==> src/hdl/parc_pkg.sv <==
// Shared types, widths and arithmetic step functions for the patch-aligned resize calculator.
// No dependencies; every module of the block imports this package.
`timescale 1ns / 1ps
`default_nettype none

package parc_pkg;

  // field widths
  localparam int unsigned DimW       = 16;
  localparam int unsigned FacW       = 11;
  localparam int unsigned CntW       = 28;
  localparam int unsigned OutW       = 20;
  localparam int unsigned CfgIdxW    = 2;
  localparam int unsigned RatioW     = 8;
  localparam int unsigned RatioLimit = 200;

  // register reset values
  localparam logic [FacW-1:0] FactorRst = FacW'(28);
  localparam logic [CntW-1:0] MinPixRst = CntW'(3136);
  localparam logic [CntW-1:0] MaxPixRst = CntW'(1003520);

  // derived datapath widths
  localparam int unsigned DimMaxW = (DimW > FacW) ? DimW : FacW;
  localparam int unsigned NumAW   = DimMaxW + 2;
  localparam int unsigned BaseW   = DimMaxW + 1;
  localparam int unsigned AreaW   = 2 * BaseW;
  localparam int unsigned CmpW    = (AreaW > CntW) ? AreaW : CntW;
  localparam int unsigned NumBW   = DimW + CntW;
  localparam int unsigned SqW     = (NumBW + 1) / 2;
  localparam int unsigned RadW    = 2 * SqW;
  localparam int unsigned RootW   = SqW + 1;
  localparam int unsigned FinW    = RootW + 1 + FacW;

  // queue between front and back
  localparam int unsigned QueueDepth = 4;
  localparam int unsigned QPtrW      = $clog2(QueueDepth);
  localparam int unsigned QCntW      = $clog2(QueueDepth + 1);

  typedef enum logic [CfgIdxW-1:0] {
    CFG_FACTOR  = 2'd0,
    CFG_MIN_PIX = 2'd1,
    CFG_MAX_PIX = 2'd2
  } cfg_idx_e;

  typedef enum logic [1:0] {
    ST_OK       = 2'd0,
    ST_ZERO_DIM = 2'd1,
    ST_RATIO    = 2'd2
  } status_e;

  typedef enum logic [1:0] {
    MODE_KEEP   = 2'd0,
    MODE_SHRINK = 2'd1,
    MODE_GROW   = 2'd2
  } mode_e;

  typedef struct packed {
    logic [DimW-1:0] in_height;
    logic [DimW-1:0] in_width;
  } in_item_t;

  typedef struct packed {
    logic [OutW-1:0] out_height;
    logic [OutW-1:0] out_width;
    status_e         status;
  } out_item_t;

  typedef struct packed {
    logic [FacW-1:0] factor;
    logic [CntW-1:0] min_pix;
    logic [CntW-1:0] max_pix;
  } cfg_t;

  // classified item as it sits in the queue
  typedef struct packed {
    logic [DimW-1:0] h;
    logic [DimW-1:0] w;
    status_e         status;
  } q_item_t;

  // per-item context carried down the back pipeline
  typedef struct packed {
    logic [DimW-1:0]  h;
    logic [DimW-1:0]  w;
    logic [BaseW-1:0] hb;
    logic [BaseW-1:0] wb;
    status_e          status;
    mode_e            mode;
  } ctx_t;

  typedef struct packed {
    logic [FacW:0]    rem;
    logic [NumAW-1:0] quo;
  } div_a_t;

  typedef struct packed {
    logic [DimW-1:0]  rem;
    logic [NumBW-1:0] quo;
  } div_b_t;

  typedef struct packed {
    logic [RadW-1:0] rad;
    logic [SqW:0]    rem;
    logic [SqW-1:0]  root;
  } sqrt_t;

  typedef struct packed {
    logic [FacW-1:0]  rem;
    logic [RootW-1:0] quo;
  } div_d_t;

  // one restoring step: rounding divide by twice the factor
  function automatic div_a_t div_a_step(div_a_t s, logic [FacW:0] dv);
    div_a_t          r;
    logic [FacW+1:0] tr;
    r = s;
    tr = {s.rem, s.quo[NumAW-1]};
    r.quo = {s.quo[NumAW-2:0], 1'b0};
    if (tr >= {1'b0, dv}) begin
      tr = tr - {1'b0, dv};
      r.quo[0] = 1'b1;
    end
    r.rem = tr[FacW:0];
    return r;
  endfunction

  // one restoring step: scaled area divided by the partner dimension
  function automatic div_b_t div_b_step(div_b_t s, logic [DimW-1:0] dv);
    div_b_t      r;
    logic [DimW:0] tr;
    r = s;
    tr = {s.rem, s.quo[NumBW-1]};
    r.quo = {s.quo[NumBW-2:0], 1'b0};
    if (tr >= {1'b0, dv}) begin
      tr = tr - {1'b0, dv};
      r.quo[0] = 1'b1;
    end
    r.rem = tr[DimW-1:0];
    return r;
  endfunction

  // one digit of the restoring square root
  function automatic sqrt_t sqrt_step(sqrt_t s);
    sqrt_t        r;
    logic [SqW+2:0] tr;
    logic [SqW+2:0] trial;
    r = s;
    tr = {s.rem, s.rad[RadW-1 -: 2]};
    trial = {1'b0, s.root, 2'b01};
    r.rad = {s.rad[RadW-3:0], 2'b00};
    r.root = {s.root[SqW-2:0], 1'b0};
    if (tr >= trial) begin
      tr = tr - trial;
      r.root[0] = 1'b1;
    end
    r.rem = tr[SqW:0];
    return r;
  endfunction

  // one restoring step: root divided by the factor
  function automatic div_d_t div_d_step(div_d_t s, logic [FacW-1:0] dv);
    div_d_t      r;
    logic [FacW:0] tr;
    r = s;
    tr = {s.rem, s.quo[RootW-1]};
    r.quo = {s.quo[RootW-2:0], 1'b0};
    if (tr >= {1'b0, dv}) begin
      tr = tr - {1'b0, dv};
      r.quo[0] = 1'b1;
    end
    r.rem = tr[FacW-1:0];
    return r;
  endfunction

endpackage

`default_nettype wire

==> src/hdl/parc_front.sv <==
// Front stage: accepts input items, flags zero size and extreme aspect ratio.
// Depends on parc_pkg; feeds parc_queue.
`timescale 1ns / 1ps
`default_nettype none

module parc_front import parc_pkg::*; (
  input  wire logic     clk_i,
  input  wire logic     rst_ni,
  input  wire logic     in_valid_i,
  output logic          in_stall_o,
  input  wire in_item_t in_item_i,
  output logic          push_o,
  input  wire logic     full_i,
  output q_item_t       item_o
);

  logic                   vld_q, vld_d;
  q_item_t                item_q;
  q_item_t                item_d;
  logic [DimW-1:0]        hi, lo;
  logic [DimW+RatioW-1:0] lim;
  logic                   accept;

  // hold the item while the queue is full
  assign in_stall_o = vld_q & full_i;
  assign accept     = in_valid_i & ~in_stall_o;
  assign push_o     = vld_q & ~full_i;
  assign item_o     = item_q;

  // classify the incoming size
  assign hi  = (in_item_i.in_height > in_item_i.in_width) ? in_item_i.in_height
                                                          : in_item_i.in_width;
  assign lo  = (in_item_i.in_height > in_item_i.in_width) ? in_item_i.in_width
                                                          : in_item_i.in_height;
  assign lim = lo * RatioW'(RatioLimit);

  always_comb begin
    item_d.h = in_item_i.in_height;
    item_d.w = in_item_i.in_width;
    if ((in_item_i.in_height == '0) || (in_item_i.in_width == '0)) begin
      item_d.status = ST_ZERO_DIM;
    end else if ((DimW+RatioW)'(hi) > lim) begin
      item_d.status = ST_RATIO;
    end else begin
      item_d.status = ST_OK;
    end
  end

  // occupancy of the front register
  always_comb begin
    vld_d = vld_q;
    if (accept) begin
      vld_d = 1'b1;
    end else if (push_o) begin
      vld_d = 1'b0;
    end
  end

  always_ff @(posedge clk_i or negedge rst_ni) begin
    if (!rst_ni) begin
      vld_q <= 1'b0;
    end else begin
      vld_q <= vld_d;
    end
  end

  always_ff @(posedge clk_i) begin
    if (accept) begin
      item_q <= item_d;
    end
  end

endmodule

`default_nettype wire

==> config.mk <==
export PLATFORM = sky130hd
export DESIGN_NAME = parc_front
export DESIGN_NICKNAME = d
export VERILOG_FILES = /design/src/hdl/parc_pkg.sv /design/src/hdl/parc_front.sv
export SDC_FILE = /design/constraint.sdc
export NUM_CORES = 1
export LEC_CHECK = 0
export BUFFER_PORTS_ARGS = -buffer_cell sky130_fd_sc_hd__buf_2
export CORE_UTILIZATION = 55
export DETAILED_ROUTE_END_ITERATION = 6
export PLACE_DENSITY = 0.9
export SLEW_MARGIN = 20
export SYNTH_ARGS = -nofsm -noshare
export SYNTH_HDL_FRONTEND = slang
export SYNTH_SLANG_ARGS = --single-unit
==> constraint.sdc <==
create_clock -name clk_i -period 7.7 [get_ports clk_i]
set_input_delay 0.77 -clock clk_i [delete_from_list [all_inputs] [get_ports clk_i]]
set_output_delay 0.77 -clock clk_i [all_outputs]
set_load 0.05 [all_outputs]
==> flow_summary.toml <==
[synthesis]
synth-edff-count = 34
synthCells = 421
synth_nets = 548
synth-seq-cells = 35
async_flop_share = 0.0286
avgSynthCellArea_um2 = 9.69
ys_types = 53
synth_area_um2 = 4080
synth_warnings = 0
synth_flop_cell = "edfxtp_1"
synth-seq-area-share = 0.256

[finish]
layout-drive-gt1-share = 0.228
fin_area_um2 = 4660
seq_area_um2 = 1050
nets = 621
multi_input_area_um2 = 2740
mostFrequentLayoutCell = "ha_1"
final_cell_mix = "ha_1 (81), inv_1 (71), buf_2 (71), edfxtp_1 (34), a21oi_1 (26)"
fill_cells = 522
antenna_cells = 0
area_growth_pct = 14.3

[timing]
worstMarginPinSlew_ns = 0.546
finalHoldViolCount = 0
report.final.slew_viol_count = 0
clock-skew-final_ns = 0.00815
fin_crit_ns = 7.00
finalSetupTns_ns = 0
min_period_over_period = 0.909
setup_viol = 0
rsz0062_at_grt = "no"
timing.fmax_mhz = 143
max_slew_margin = 0.633

[route]
avgViaCountPerCell = 6.04
drtAntennaViolNets = 0
firstDrtPassIters = 7
finalWirelength_mm = 10.2
drc = 1
avgRoutedWirePerCell_um = 17.2
drt-initial-drc-count = 332
vias = 3587

[global_route]
met2_usage = 0.481
grtUsageTotal = 0.273
met1_usage = 0.322
grt_pass1_vias = 3468
use_met3 = 0.0236
grt_overflow_total = 0
grt_max_degree = 36
busiest_layer = "met2"
grt_pass1_wl_mm = 16.4
antenna_found_initial = 0

[outcome]
violations = "design-rule violations"
status = "finished with violations"

[clocking]
cts.sinks = 35
insertion_delay_ns = 0.29
cts-root-buf = "clkbuf_8"
clock_path_buffers = 2
holdBufCountCts = 0
cts-resized-gates = 0
clkSlewWorstSetupHoldPaths_ns = 0.08
cts_tree = "done"
h-tree-depth = 2
cts_buffers = 5
cts_setup_buffers = 0

[setup_path]
criticalPathCategory = "primary input to flip-flop"
regToRegStartpoint = "vld_q"
cp.required_ns = 7.83
critPathMaxStageDelay_ns = 0.50
r2r_cells = 3
rrSetupSlack_ns = 6.29
cpMostUsedCell = "ha_1"
startpoint_type = "primary input"
cp_max_fo = 35
end_kind = "flip-flop"
worst_ep_arrival_time_ns = 7.13
r2r_end = "item_o[28]"
critical_path.slowest_cell = "fa_1"

[run]
drv_cap = 0

[die]
ios = 72
rows = 31
initial_utilization = 0.566
dieArea_um2 = 7770
die-height_um = 88.1
die_w_um = 88.1
core_um2 = 7210

[placement]
dp_hpwl_mm = 7.94
portBuffers = 71
gp_congestion = 0.974
placed_area_um2 = 4550

[worst_hold_path]
hold_class = "primary input to async pin"

[power]
ir_drop_v = 0.000118
p_per_area_nw_per_um2 = 293
p_leak_nw = 2.34
==> through the flow <==
| stage | power [mW] | std cells | hold WS, ns | setup slack (ns) | util |
|---|---|---|---|---|---|
| global placement | 1.12 | 586 | 0.545 | 0.728 | 0.631 |
| CTS | 1.35 | 594 | 0.233 | 0.730 | 0.646 |
| global route | 1.48 | 594 | 0.227 | 0.206 | 0.646 |
| detailed placement | 1.18 | 586 | 0.546 | 0.503 | 0.631 |
| floorplan | 0.962 | 421 | 0.474 | 1.21 | - |
| finish | 1.36 | 594 | 0.231 | 0.702 | 0.646 |
==> cell usage after synthesis (all sizes together) (2+ instances only) <==
cell type,number,area (um2)
a211o,6,52.6
a21o,14,105
a21oi,28,148
a221oi,2,17.5
and2,3,18.8
buf,7,35.0
edfxtp,34,1020
fa,10,200
ha,81,1010
inv,71,267
mux2,28,315
mux2i,4,40.0
nand2,13,48.8
nand2b,2,12.5
nand3,12,60.1
nand4,7,43.8
nor2,22,82.6
nor2b,6,45.0
nor3,7,35.0
nor4,4,31.3
o211ai,4,30.0
o21a,3,22.5
o21ai,18,105
o31a,4,43.8
or3,2,12.5
xnor2,5,43.8
xor2,6,52.6
==> final cells by class <==
class | instances | share of cell area
clock inverter | 3 | 0.00939
timing repair buffer | 73 | 0.0794
tap | 99 | 0.0266
inverter | 71 | 0.0572
clock buffer | 5 | 0.0148
sequential | 35 | 0.224
multi-input combinational | 308 | 0.588
==> logic make-up (layout without fill, tap and decap cells) <==
family / Yosys count / after routing / share of synthesized area
DFF: 35 / 35 / 0.256
buffers and inverters: 78 / 152 / 0.0739
adders and majority gates: 91 / 91 / 0.297
and+or+nand+nor: 84 / 84 / 0.109
muxes: 32 / 32 / 0.0871
AOI/OAI and AO/OA: 90 / 90 / 0.153
xor gates and xnor gates: 11 / 11 / 0.0236
==> power by group <==
| group | total, mW | switching, mW | internal (mW) |
|---|---|---|---|
| registers | 0.223 | 0.00222 | 0.221 |
| clock network | 0.169 | 0.0724 | 0.0964 |
| logic | 0.972 | 0.575 | 0.397 |
==> layer usage <==
| metal | vias up | routed length (um) |
|---|---|---|
| li1 | 1668 | - |
| met1 | 1616 | 4020 |
| met2 | 247 | 4980 |
| met3 | 56 | 752 |
| met4 | 0 | 493 |
| met5 | - | 0 |
==> worst max-delay path: cells and delay by family <==
kind / cells / cell delay (ns)
compound gates: 10 / 2.21
xor+xnor: 1 / 0.09
fa+ha+maj: 6 / 2.08
buf+inv: 5 / 0.73
mux: 1 / 0.40
simple gates: 5 / 0.86
==> worst max path at each step <==
stage | start | endpoint | slack, ns | depth (start not counted)
finish | in_item_i[9] | item_o[1] | 0.70 | 28
global route | in_item_i[11] | item_o[1] | 0.21 | 30
CTS | in_item_i[9] | item_o[1] | 0.73 | 28
detailed placement | in_item_i[9] | item_o[1] | 0.50 | 28
global placement | in_item_i[9] | item_o[1] | 0.73 | 30
floorplan | in_item_i[1] | item_o[1] | 1.21 | 30
==> flip-flops by register name, summed over array words and instances (netlist names) <==
register  count
vld_q         1
item_o       34
(Power assumes the default switching activity.)
