## src/hdl/parc_pkg.sv

```systemverilog
// Shared types, widths and arithmetic step functions for the patch-aligned resize calculator.
// No dependencies; every module of the block imports this package.
`timescale 1ns / 1ps
`default_nettype none

package parc_pkg;

  // field widths
  localparam int unsigned DimW       = 16;
  localparam int unsigned FacW       = 11;
  localparam int unsigned CntW       = 28;
  localparam int unsigned OutW       = 20;
  localparam int unsigned CfgIdxW    = 2;
  localparam int unsigned RatioW     = 8;
  localparam int unsigned RatioLimit = 200;

  // register reset values
  localparam logic [FacW-1:0] FactorRst = FacW'(28);
  localparam logic [CntW-1:0] MinPixRst = CntW'(3136);
  localparam logic [CntW-1:0] MaxPixRst = CntW'(1003520);

  // derived datapath widths
  localparam int unsigned DimMaxW = (DimW > FacW) ? DimW : FacW;
  localparam int unsigned NumAW   = DimMaxW + 2;
  localparam int unsigned BaseW   = DimMaxW + 1;
  localparam int unsigned AreaW   = 2 * BaseW;
  localparam int unsigned CmpW    = (AreaW > CntW) ? AreaW : CntW;
  localparam int unsigned NumBW   = DimW + CntW;
  localparam int unsigned SqW     = (NumBW + 1) / 2;
  localparam int unsigned RadW    = 2 * SqW;
  localparam int unsigned RootW   = SqW + 1;
  localparam int unsigned FinW    = RootW + 1 + FacW;

  // queue between front and back
  localparam int unsigned QueueDepth = 4;
  localparam int unsigned QPtrW      = $clog2(QueueDepth);
  localparam int unsigned QCntW      = $clog2(QueueDepth + 1);

  typedef enum logic [CfgIdxW-1:0] {
    CFG_FACTOR  = 2'd0,
    CFG_MIN_PIX = 2'd1,
    CFG_MAX_PIX = 2'd2
  } cfg_idx_e;

  typedef enum logic [1:0] {
    ST_OK       = 2'd0,
    ST_ZERO_DIM = 2'd1,
    ST_RATIO    = 2'd2
  } status_e;

  typedef enum logic [1:0] {
    MODE_KEEP   = 2'd0,
    MODE_SHRINK = 2'd1,
    MODE_GROW   = 2'd2
  } mode_e;

  typedef struct packed {
    logic [DimW-1:0] in_height;
    logic [DimW-1:0] in_width;
  } in_item_t;

  typedef struct packed {
    logic [OutW-1:0] out_height;
    logic [OutW-1:0] out_width;
    status_e         status;
  } out_item_t;

  typedef struct packed {
    logic [FacW-1:0] factor;
    logic [CntW-1:0] min_pix;
    logic [CntW-1:0] max_pix;
  } cfg_t;

  // classified item as it sits in the queue
  typedef struct packed {
    logic [DimW-1:0] h;
    logic [DimW-1:0] w;
    status_e         status;
  } q_item_t;

  // per-item context carried down the back pipeline
  typedef struct packed {
    logic [DimW-1:0]  h;
    logic [DimW-1:0]  w;
    logic [BaseW-1:0] hb;
    logic [BaseW-1:0] wb;
    status_e          status;
    mode_e            mode;
  } ctx_t;

  typedef struct packed {
    logic [FacW:0]    rem;
    logic [NumAW-1:0] quo;
  } div_a_t;

  typedef struct packed {
    logic [DimW-1:0]  rem;
    logic [NumBW-1:0] quo;
  } div_b_t;

  typedef struct packed {
    logic [RadW-1:0] rad;
    logic [SqW:0]    rem;
    logic [SqW-1:0]  root;
  } sqrt_t;

  typedef struct packed {
    logic [FacW-1:0]  rem;
    logic [RootW-1:0] quo;
  } div_d_t;

  // one restoring step: rounding divide by twice the factor
  function automatic div_a_t div_a_step(div_a_t s, logic [FacW:0] dv);
    div_a_t          r;
    logic [FacW+1:0] tr;
    r = s;
    tr = {s.rem, s.quo[NumAW-1]};
    r.quo = {s.quo[NumAW-2:0], 1'b0};
    if (tr >= {1'b0, dv}) begin
      tr = tr - {1'b0, dv};
      r.quo[0] = 1'b1;
    end
    r.rem = tr[FacW:0];
    return r;
  endfunction

  // one restoring step: scaled area divided by the partner dimension
  function automatic div_b_t div_b_step(div_b_t s, logic [DimW-1:0] dv);
    div_b_t      r;
    logic [DimW:0] tr;
    r = s;
    tr = {s.rem, s.quo[NumBW-1]};
    r.quo = {s.quo[NumBW-2:0], 1'b0};
    if (tr >= {1'b0, dv}) begin
      tr = tr - {1'b0, dv};
      r.quo[0] = 1'b1;
    end
    r.rem = tr[DimW-1:0];
    return r;
  endfunction

  // one digit of the restoring square root
  function automatic sqrt_t sqrt_step(sqrt_t s);
    sqrt_t        r;
    logic [SqW+2:0] tr;
    logic [SqW+2:0] trial;
    r = s;
    tr = {s.rem, s.rad[RadW-1 -: 2]};
    trial = {1'b0, s.root, 2'b01};
    r.rad = {s.rad[RadW-3:0], 2'b00};
    r.root = {s.root[SqW-2:0], 1'b0};
    if (tr >= trial) begin
      tr = tr - trial;
      r.root[0] = 1'b1;
    end
    r.rem = tr[SqW:0];
    return r;
  endfunction

  // one restoring step: root divided by the factor
  function automatic div_d_t div_d_step(div_d_t s, logic [FacW-1:0] dv);
    div_d_t      r;
    logic [FacW:0] tr;
    r = s;
    tr = {s.rem, s.quo[RootW-1]};
    r.quo = {s.quo[RootW-2:0], 1'b0};
    if (tr >= {1'b0, dv}) begin
      tr = tr - {1'b0, dv};
      r.quo[0] = 1'b1;
    end
    r.rem = tr[FacW-1:0];
    return r;
  endfunction

endpackage

`default_nettype wire

```

## src/hdl/parc_queue.sv

```systemverilog
// Short fifo between the front stage and the arithmetic back end.
// Depends on parc_pkg.
`timescale 1ns / 1ps
`default_nettype none

module parc_queue import parc_pkg::*; (
  input  wire logic    clk_i,
  input  wire logic    rst_ni,
  input  wire logic    push_i,
  input  wire q_item_t item_i,
  output logic         full_o,
  output logic         valid_o,
  input  wire logic    pop_i,
  output q_item_t      item_o
);

  q_item_t          mem_q [QueueDepth];
  logic [QPtrW-1:0] wr_ptr_q, rd_ptr_q;
  logic [QCntW-1:0] cnt_q, cnt_d;
  logic             do_push, do_pop;

  assign full_o  = (cnt_q == QCntW'(QueueDepth));
  assign valid_o = (cnt_q != '0);
  assign item_o  = mem_q[rd_ptr_q];
  assign do_push = push_i & ~full_o;
  assign do_pop  = pop_i & valid_o;

  // occupancy count
  always_comb begin
    cnt_d = cnt_q;
    if (do_push && !do_pop) begin
      cnt_d = cnt_q + QCntW'(1);
    end else if (!do_push && do_pop) begin
      cnt_d = cnt_q - QCntW'(1);
    end
  end

  always_ff @(posedge clk_i or negedge rst_ni) begin
    if (!rst_ni) begin
      wr_ptr_q <= '0;
      rd_ptr_q <= '0;
      cnt_q    <= '0;
    end else begin
      cnt_q <= cnt_d;
      if (do_push) begin
        wr_ptr_q <= wr_ptr_q + QPtrW'(1);
      end
      if (do_pop) begin
        rd_ptr_q <= rd_ptr_q + QPtrW'(1);
      end
    end
  end

  // entry storage
  always_ff @(posedge clk_i) begin
    if (do_push) begin
      mem_q[wr_ptr_q] <= item_i;
    end
  end

`ifndef SYNTHESIS
  a_cnt_bound: assert property (@(posedge clk_i) disable iff (!rst_ni)
    cnt_q <= QCntW'(QueueDepth))
    else $error("queue count beyond depth");
`endif

endmodule

`default_nettype wire

```

## config.mk

```make
export PLATFORM = sky130hd
export DESIGN_NAME = parc_queue
export DESIGN_NICKNAME = d
export VERILOG_FILES = /design/src/hdl/parc_pkg.sv /design/src/hdl/parc_queue.sv
export SDC_FILE = /design/constraint.sdc
export NUM_CORES = 1
export LEC_CHECK = 0
export CAP_MARGIN = 20
export CORE_MARGIN = 2
export CORE_UTILIZATION = 40
export CTS_CLUSTER_SIZE = 20
export DETAILED_ROUTE_END_ITERATION = 7
export DONT_BUFFER_PORTS = 1
export PLACE_DENSITY = 0.62
export SKIP_CTS_REPAIR_TIMING = 1
export SLEW_MARGIN = 20
export SYNTH_ARGS = -nofsm -noshare
export SYNTH_HDL_FRONTEND = slang
export SYNTH_SLANG_ARGS = --single-unit
```

## constraint.sdc

```tcl
create_clock -name clk_i -period 1.9 [get_ports clk_i]
set_input_delay 0.285 -clock clk_i [delete_from_list [all_inputs] [get_ports clk_i]]
set_output_delay 0.285 -clock clk_i [all_outputs]
set_load 0.1 [all_outputs]
```

==> results.cfg, run 1 <==
[critical_path]
path_class = reg -> out
crit_fanout = 7
cp-end-kind = output pin
crit_arrival_ps = 1830
start_kind = flip-flop
worstPathRequired_ps = 1620
rr_worst_depth = 7

[sta]
final.setup.worst_slack_ps = -211
final_max_slew_viol_count = 0
fin_crit_ps = 2110
worst_pin_slew_ps = 326
rsz0062_at_grt = true
clock_skew_ps = 9.83
slew-limit-headroom_pct = 78.2
setup_violations = 34
fmax_mhz = 474
period_share_pct = 111
hold_viol = 0

[clock_network]
cts_buffers = 17
cts_sinks = 143
clkTransAtPathRegs_ps = 60
cts_root_buf = clkbuf_16
clock_path_buffers = 2
cts_tree = done
cts.htree.levels = 4
clk_latency_ps = 410

[floorplanning]
core-area_mm2 = 0.0132
row_count = 42
die_area_mm2 = 0.0144
pin_count = 74
fp.dieH_um = 120
start_util_pct = 40.8
die_x_um = 120

[detailed_routing]
drc_errors = 0
dr.first_iter.drc_count = 166
drt_wl_total_mm = 9.57
post_drt_via_cell_ratio = 4.86
drt-pass1-iter-count = 4
vias = 2485
drtAntennaViolNets = 0
wire_per_inst_um = 18.7

[logic_synthesis]
synth_area_per_cell_um2 = 25.3
netlist_area_mm2 = 0.00539
synth.yosys.warnings = 0
async_flop_share_pct = 4.90
synth_edf_count = 136
ys_seq_area_share_pct = 79.1
ys_ff_latch = 143
synthCells = 213
syn_nets = 257
yosysUniqueCellTypes = 21
synth_ff_type = edfxtp_1

[global_routing]
grt_max_degree = 28
grt_pass1_wl_mm = 14.4
overflow = 0
grt_pass1_vias = 2621
grtUsageTotal_pct = 13.9
antenna_found_initial = 0

[cells_and_area]
areaGrowthSynthToFinish_pct = 39.1
diodes = 0
drive_gt1_share_pct = 41.5
final_net_count = 366
final_cells = 511

[run_status]
violations = setup timing
status = complete, but fails checks

[place]
numPortBuffers = 0
place_hpwl_mm = 5.77
dp.cells = 437
preCtsSetupSlack_ps = -217
gp_congestion = 0.725

[hold_path]
hold_class = in -> reg
min_path_cells = 2

[job]
maxCapViolations = 0
-- stage by stage --
step	TNS, ps	instance area [µm²]	utilization [%]	hold slack (ps)
CTS	-8610	7030	53.3	-460
detailed placement	-379	6500	49.3	-10.4
floorplan	-58240	5420	-	-10.6
global route	-8470	7490	56.8	42.1
global placement	-252	6500	49.3	-10.4
finish	-6420	7490	56.8	61.0
-- critical path: stages (launching register included) --
cell and delay [ps]:
dfrtp_2 370, buf_12 140, clkbuf_16 170, mux4_2 530, buf_12 190
-- cell type report --
cell class,instances,area (µm²)
inverter,3,11.3
sequential,143,4260
multi-input combinational,58,1030
clock inverter,14,101
tap,176,220
timing repair buffer,99,1430
clock buffer,18,429
fill,967,5700
-- cell usage after synthesis (2+ instances only) --
library cell,number,area [µm²]
inv_1,3,11.3
mux4_1,6,158
ha_1,5,62.6
dfrtp_1,7,175
xnor2_1,4,35.0
xor2_1,2,17.5
edfxtp_1,136,4080
buf_12,3,60.1
and2_1,4,25.0
buf_2,4,20.0
mux4_2,28,631
buf_6,2,22.5
-- sequential cells by signal (all words and copies together), names as in the netlist --
signal and cells:
rd_ptr_q 2, cnt_q 3, wr_ptr_q 2, mem_q 136
-- logic make-up (layout without fill, tap and decap cells) --
group         count (synthesis)  in the layout  synth area share [%]
flops                       143            143                  79.1
simple gates                 10             10                  1.16
mux                          36             36                  15.1
xor+xnor                      6              6                 0.976
buf+inv                      12            134                  2.11
fa+ha+maj                     6              6                  1.53
-- final timing paths --
| kind | from | end | slack, ps |
|---|---|---|---|
| min | pop_i | rd_ptr_q[1]$_DFFE_PN0P_ | 60 |
| max reg2reg | cnt_q[1]$_DFFE_PN0P_ | cnt_q[1]$_DFFE_PN0P_ | 30 |
| min reg2reg | wr_ptr_q[1]$_DFFE_PN0P_ | wr_ptr_q[1]$_DFFE_PN0P_ | 600 |
| max | rd_ptr_q[0]$_DFFE_PN0P_ | item_o[16] | -210 |
| min in group asynchronous | rst_ni | cnt_q[1]$_DFFE_PN0P_ | 200 |
| max in group asynchronous | rst_ni | rd_ptr_q[1]$_DFFE_PN0P_ | 1430 |
-- layout by cell type (no fill, tap or decap) --
cell	n
xor2_1	2
clkbuf_16	19
nand2_4	1
clkinv_2	2
ha_1	4
inv_1	2
ha_4	1
edfxtp_1	136
mux2_4	2
bufinv_16	1
clkinv_1	6
mux4_2	34
dlygate4sd3_1	35
xnor2_1	4
or3_4	1
inv_2	1
clkbuf_1	1
clkinvlp_4	4
dfrtp_1	4
nor2b_2	1
and2_2	4
fa_2	1
nor2_1	1
buf_4	17
dfrtp_2	3
clkinv_4	1
nor3b_4	1
nand3_1	1
buf_12	45
-- routing by layer --
metal | up-vias | global-route usage [%] | routed length [µm]
li1 | 1105 | - | -
met1 | 1306 | 16.0 | 4070
met2 | 66 | 21.8 | 4860
met3 | 8 | 7.84 | 549
met4 | 0 | 4.85 | 82
met5 | - | 0 | 0
Power of run 1 is not shown: default switching activity piles up to over one toggle a cycle in this logic, so the estimate is an artifact.
==> inputs of run 2 (changes only) <==
--- a/config.mk
+++ b/config.mk
@@ -5,6 +5,7 @@
 export SDC_FILE = /design/constraint.sdc
 export NUM_CORES = 1
 export LEC_CHECK = 0
+export ABC_AREA = 1
 export CAP_MARGIN = 20
 export CORE_MARGIN = 2
 export CORE_UTILIZATION = 40
@@ -12,6 +13,7 @@
 export DETAILED_ROUTE_END_ITERATION = 7
 export DONT_BUFFER_PORTS = 1
 export PLACE_DENSITY = 0.62
+export SETUP_SLACK_MARGIN = 0.2
 export SKIP_CTS_REPAIR_TIMING = 1
 export SLEW_MARGIN = 20
 export SYNTH_ARGS = -nofsm -noshare
==> results.cfg, run 2 <==
[logic_synthesis]
synth_ff_type = edfxtp_1
syn_nets = 501
synth_edf_count = 136
ys_ff_latch = 143
synth_area_per_cell_um2 = 13.0
synth_adder_area_share_pct = 1.39
synth_common_cells = 136 x edfxtp_1, 119 x nand2_1, 83 x inv_1, 68 x o211ai_1, 10 x buf_6
netlist_area_mm2 = 0.00592
synthCells = 457
synth_compound_area_share_pct = 8.71
synth_mux_area_share_pct = 0
yosysMostFrequentCell = edfxtp_1
synth-simple-area-share_pct = 8.50
synth_top_family_by_area = buffers and inverters
netlist.top_cell.by_area = edfxtp_1
async_flop_share_pct = 4.90
ys_seq_area_share_pct = 71.9
yosysUniqueCellTypes = 17
synth-xor-area-share_pct = 0.148
synth.yosys.warnings = 0
synthTopCellsByArea = edfxtp_1 69%, o211ai_1 8.6%, nand2_1 7.5%
synth.top_cell.area_share_pct = 69.0

[place]
dp.cells = 674
placed_area_mm2 = 0.00702
numPortBuffers = 0
place_hpwl_mm = 6.89
gp_congestion = 0.796

[cells_and_area]
stdcell_area_mm2 = 0.00818
mostFrequentLayoutCells = 136 x edfxtp_1, 78 x inv_1, 68 x o211ai_1
final_common_cell = edfxtp_1
largest_reg_flops = 136
diodes = 0
multi_input_area_mm2 = 0.00134
top_register = mem_q
fillers = 1148
final_cells = 751
areaGrowthSynthToFinish_pct = 38.2
final_net_count = 598
largestRegisters = mem_q: 136 flops, cnt_q: 3 flops
register_area_mm2 = 0.00426
drive_gt1_share_pct = 30.2

[critical_path]
worstPathRequired_ps = 1620
rr_worst_depth = 9
cp.depth = 6
reg2reg_from = cnt_q[0]$_DFFE_PN0P_
crit_path_end = item_o[32]
crit_fanout = 7
crit_path_start = rd_ptr_q[0]$_DFFE_PN0P_
path_class = reg -> out
cp-end-kind = output pin
r2r_slack_ps = 260
crit_slowest_cell = dfrtp_2
path_buf_inv = 4
start_kind = flip-flop
critPathTopFamily = buffers and inverters
path_cells = inv_8 -> buf_6 -> buf_4 -> o211ai_1 -> nand2_2 -> buf_12
cpPeakStageDelay_ps = 440
rr_endpoint = cnt_q[1]$_DFFE_PN0P_
crit_arrival_ps = 1710

[detailed_routing]
drc_errors = 0
drt_wl_total_mm = 11.6
wire_per_inst_um = 15.4
vias = 3581
drt-pass1-iter-count = 4
post_drt_via_cell_ratio = 4.77
drtAntennaViolNets = 0
dr.first_iter.drc_count = 207

[floorplanning]
core-area_mm2 = 0.0145
fp.dieH_um = 126
pin_count = 74
die_x_um = 126
start_util_pct = 40.9
die_area_mm2 = 0.0158
row_count = 44

[job]
maxCapViolations = 0

[sta]
final_max_slew_viol_count = 0
clock_skew_ps = 8.96
fin_crit_ps = 1990
worst_pin_slew_ps = 350
hold_viol = 0
final.setup.worst_slack_ps = -91.6
period_share_pct = 105
fmax_mhz = 502
slew-limit-headroom_pct = 76.6
rsz0062_at_grt = true
fin_tns_setup_ps = -491
setup_violations = 23

[hold_path]
hold_class = in -> reg

[clock_network]
cts_buffers = 17
cts_root_buf = clkbuf_16
clk_latency_ps = 410
clock_path_buffers = 2
cts.htree.levels = 4
cts_tree = done
clkTransAtPathRegs_ps = 60
cts_sinks = 143

[global_routing]
grtUsageTotal_pct = 14.8
overflow = 0
grt_pass1_wl_mm = 17.6
grt_pass1_vias = 3350
grt_max_degree = 30
antenna_found_initial = 0

[run_status]
status = complete, but fails checks
violations = setup timing
==> run 2: cell types whose count changed after synthesis, moves of 6 or more <==
cell	previous run	this run
mux4_1	6	0
clkbuf_8	0	6
nand2_1	1	119
inv_1	3	83
o211ai_1	0	68
mux4_2	28	0
nand3_1	1	7
buf_6	2	10
==> run 2: area by class of cell <==
class | count | area share, %
sequential | 143 | 52.1
timing repair buffer | 99 | 16.8
multi-input combinational | 207 | 16.4
clock buffer | 19 | 5.41
inverter | 85 | 4.05
tap | 184 | 2.81
clock inverter | 13 | 2.31
timing repair inverter | 1 | 0.138
==> run 2: cells by family (layout without fill, tap and decap cells) <==
logic type	after synthesis	in the layout
flip-flops	143	143
XOR/XNOR	1	1
AO/OA/AOI/OAI	69	69
buffers and inverters	107	217
adder cells (fa/ha/maj)	6	6
AND/OR/NAND/NOR	131	131
==> run 2: worst min-delay path by stage <==
stage,endpoint,start,cells past startpoint
after floorplan,cnt_q[0]$_DFFE_PN0P_,rst_ni,0
after global placement,cnt_q[0]$_DFFE_PN0P_,rst_ni,0
after detailed placement,cnt_q[2]$_DFFE_PN0P_,rst_ni,0
after CTS,cnt_q[2]$_DFFE_PN0P_,rst_ni,0
after global routing,rd_ptr_q[0]$_DFFE_PN0P_,pop_i,2
final,rd_ptr_q[0]$_DFFE_PN0P_,pop_i,2
==> run 2: per-layer routing <==
metal	up-vias	track usage [%]	part of all wire [%]
met1	1724	17.3	41
met2	72	25.0	53
li1	1769	-	-
met4	0	5.03	1.5
met5	-	0	0
met3	16	6.07	4.4
==> run 2: stage by stage <==
stage / utilization (%) / hold slack, ps / setup slack (ps)
after CTS: 52.8 / -454 / -240
after detailed placement: 48.5 / -10.4 / 113
final: 56.5 / 16.3 / -91.6
after global routing: 56.5 / 11.3 / -183
after floorplan: - / -10.6 / 61.5
after global placement: 48.5 / -10.3 / 221
==> run 2: worst reg2reg max path, stage by stage, from the launching register on <==
cell and delay (ps):
dfrtp_2 430, inv_4 90, nand3_4 100, nand2_4 70, inv_1 50, ha_4 170
inv_4 50, fa_2 420, nand2_1 70, o21ai_1 60
Power of run 2 is left out for the same reason.
==> inputs of run 3 (changes only) <==
--- a/config.mk
+++ b/config.mk
@@ -8,13 +8,14 @@
 export ABC_AREA = 1
 export CAP_MARGIN = 20
 export CORE_MARGIN = 2
-export CORE_UTILIZATION = 40
+export CORE_UTILIZATION = 25
 export CTS_CLUSTER_SIZE = 20
 export DETAILED_ROUTE_END_ITERATION = 7
 export DONT_BUFFER_PORTS = 1
-export PLACE_DENSITY = 0.62
+export PLACE_DENSITY = 0.46
 export SETUP_SLACK_MARGIN = 0.2
 export SKIP_CTS_REPAIR_TIMING = 1
+export SKIP_LAST_GASP = 1
 export SLEW_MARGIN = 20
 export SYNTH_ARGS = -nofsm -noshare
 export SYNTH_HDL_FRONTEND = slang
==> results.cfg, run 3 (synthesis gave the netlist of run 2 again) <==
[run_status]
status = complete, but fails checks
violations = setup timing

[critical_path]
rr_endpoint = cnt_q[1]$_DFFE_PN0P_
rr_worst_depth = 9
crit_fanout = 31
cp.depth = 6
path_buf_inv = 4
cpPeakStageDelay_ps = 420
crit_slowest_cell = dfrtp_1
path_cells = clkinv_4 -> buf_12 -> buf_12 -> o211ai_1 -> nand2_2 -> buf_12
worstPathRequired_ps = 1620
r2r_slack_ps = 240
path_class = reg -> out
cp-end-kind = output pin
reg2reg_from = cnt_q[1]$_DFFE_PN0P_
crit_arrival_ps = 1760
cpMostUsedCell = buf_12
critPathTopFamily = buffers and inverters
start_kind = flip-flop

[detailed_routing]
drtAntennaViolNets = 0
wire_per_inst_um = 15.0
vias = 3574
drt-pass1-iter-count = 4
dr.first_iter.drc_count = 178
drt_wl_total_mm = 13.3
drc_errors = 0
post_drt_via_cell_ratio = 4.03

[cells_and_area]
largest_reg_flops = 136
areaGrowthSynthToFinish_pct = 40.8
drive_gt1_share_pct = 27.8
largestRegisters = mem_q: 136 flops, cnt_q: 3 flops
top_register = mem_q
diodes = 0
mostFrequentLayoutCells = 136 x edfxtp_1, 80 x nand2_1, 76 x inv_1
final_common_cell = edfxtp_1
final_net_count = 599

[hold_path]
hold_class = in -> reg
min_from = push_i
min_path_cells = 2
holdPathEnd = wr_ptr_q[0]$_DFFE_PN0P_

[place]
preCtsSetupSlack_ps = 66.6
gp_congestion = 0.661
numPortBuffers = 0
place_hpwl_mm = 8.05

[global_routing]
grtUsageTotal_pct = 10.9
antenna_found_initial = 1
overflow = 0
grt_pass1_vias = 3368
grt_max_degree = 50
grt_pass1_wl_mm = 19.8

[sta]
slew-limit-headroom_pct = 75.9
final_max_slew_viol_count = 0
rsz0062_at_grt = true
setup_violations = 34
clock_skew_ps = 15.1
timing.hold.ws_ps = 12.5
final.setup.worst_slack_ps = -142
hold_viol = 0
period_share_pct = 107
fin_crit_ps = 2040
fmax_mhz = 490
worst_pin_slew_ps = 360

[floorplanning]
row_count = 56
die_area_mm2 = 0.0249
start_util_pct = 25.4
pin_count = 74
fp.dieH_um = 158
die_x_um = 158
core-area_mm2 = 0.0233

[clock_network]
cts_root_buf = clkbuf_16
clock_path_buffers = 2
clkTransAtPathRegs_ps = 60
cts.htree.levels = 4
cts_sinks = 143
clk_latency_ps = 420
cts_tree = done
cts_buffers = 17

[job]
maxCapViolations = 0
-- run 3: how the worst max path moves through the flow --
stage                       startpoint                    to  slack (ps)
6_report       rd_ptr_q[0]$_DFFE_PN0P_            item_o[29]        -140
2_1_floorplan     cnt_q[0]$_DFFE_PN0P_  cnt_q[1]$_DFFE_PN0P_          60
3_3_place_gp      cnt_q[0]$_DFFE_PN0P_  cnt_q[1]$_DFFE_PN0P_         210
4_1_cts        rd_ptr_q[0]$_DFFE_PN0P_            item_o[30]        -200
5_1_grt        rd_ptr_q[0]$_DFFE_PN0P_            item_o[29]        -240
3_5_place_dp      cnt_q[0]$_DFFE_PN0P_  cnt_q[1]$_DFFE_PN0P_          70
-- run 3: worst register-to-register path: cells and delay by family (launching register included) --
kind	cells	cell delay, ps
AO/OA/AOI/OAI	1	50
adder cells (fa/ha/maj)	2	600
buffers and inverters	3	220
flip-flops	1	400
AND/OR/NAND/NOR	3	280
-- run 3: metrics by stage --
stage	cells	setup TNS (ps)	instance area (µm²)	util [%]
after floorplan	457	0	6080	-
after detailed placement	807	0	7180	30.8
after global placement	807	0	7180	30.8
after CTS	839	-4580	7770	33.3
after global routing	887	-6510	8340	35.7
final	887	-3140	8340	35.7
-- run 3: cell type report --
class                      count  area, µm²
fill                        2237      15000
sequential                   143       4260
timing repair buffer         101       1460
multi-input combinational    207       1300
clock buffer                  18        429
tap                          319        399
inverter                      85        329
clock inverter                14        160
-- run 3: per-layer routing --
layer	global-route usage (%)	share of wire [%]
met1	13.3	45
met2	17.5	49
met3	4.63	4.6
met4	3.12	0.95
met5	0	0.098
Power of run 3 is left out for the same reason.
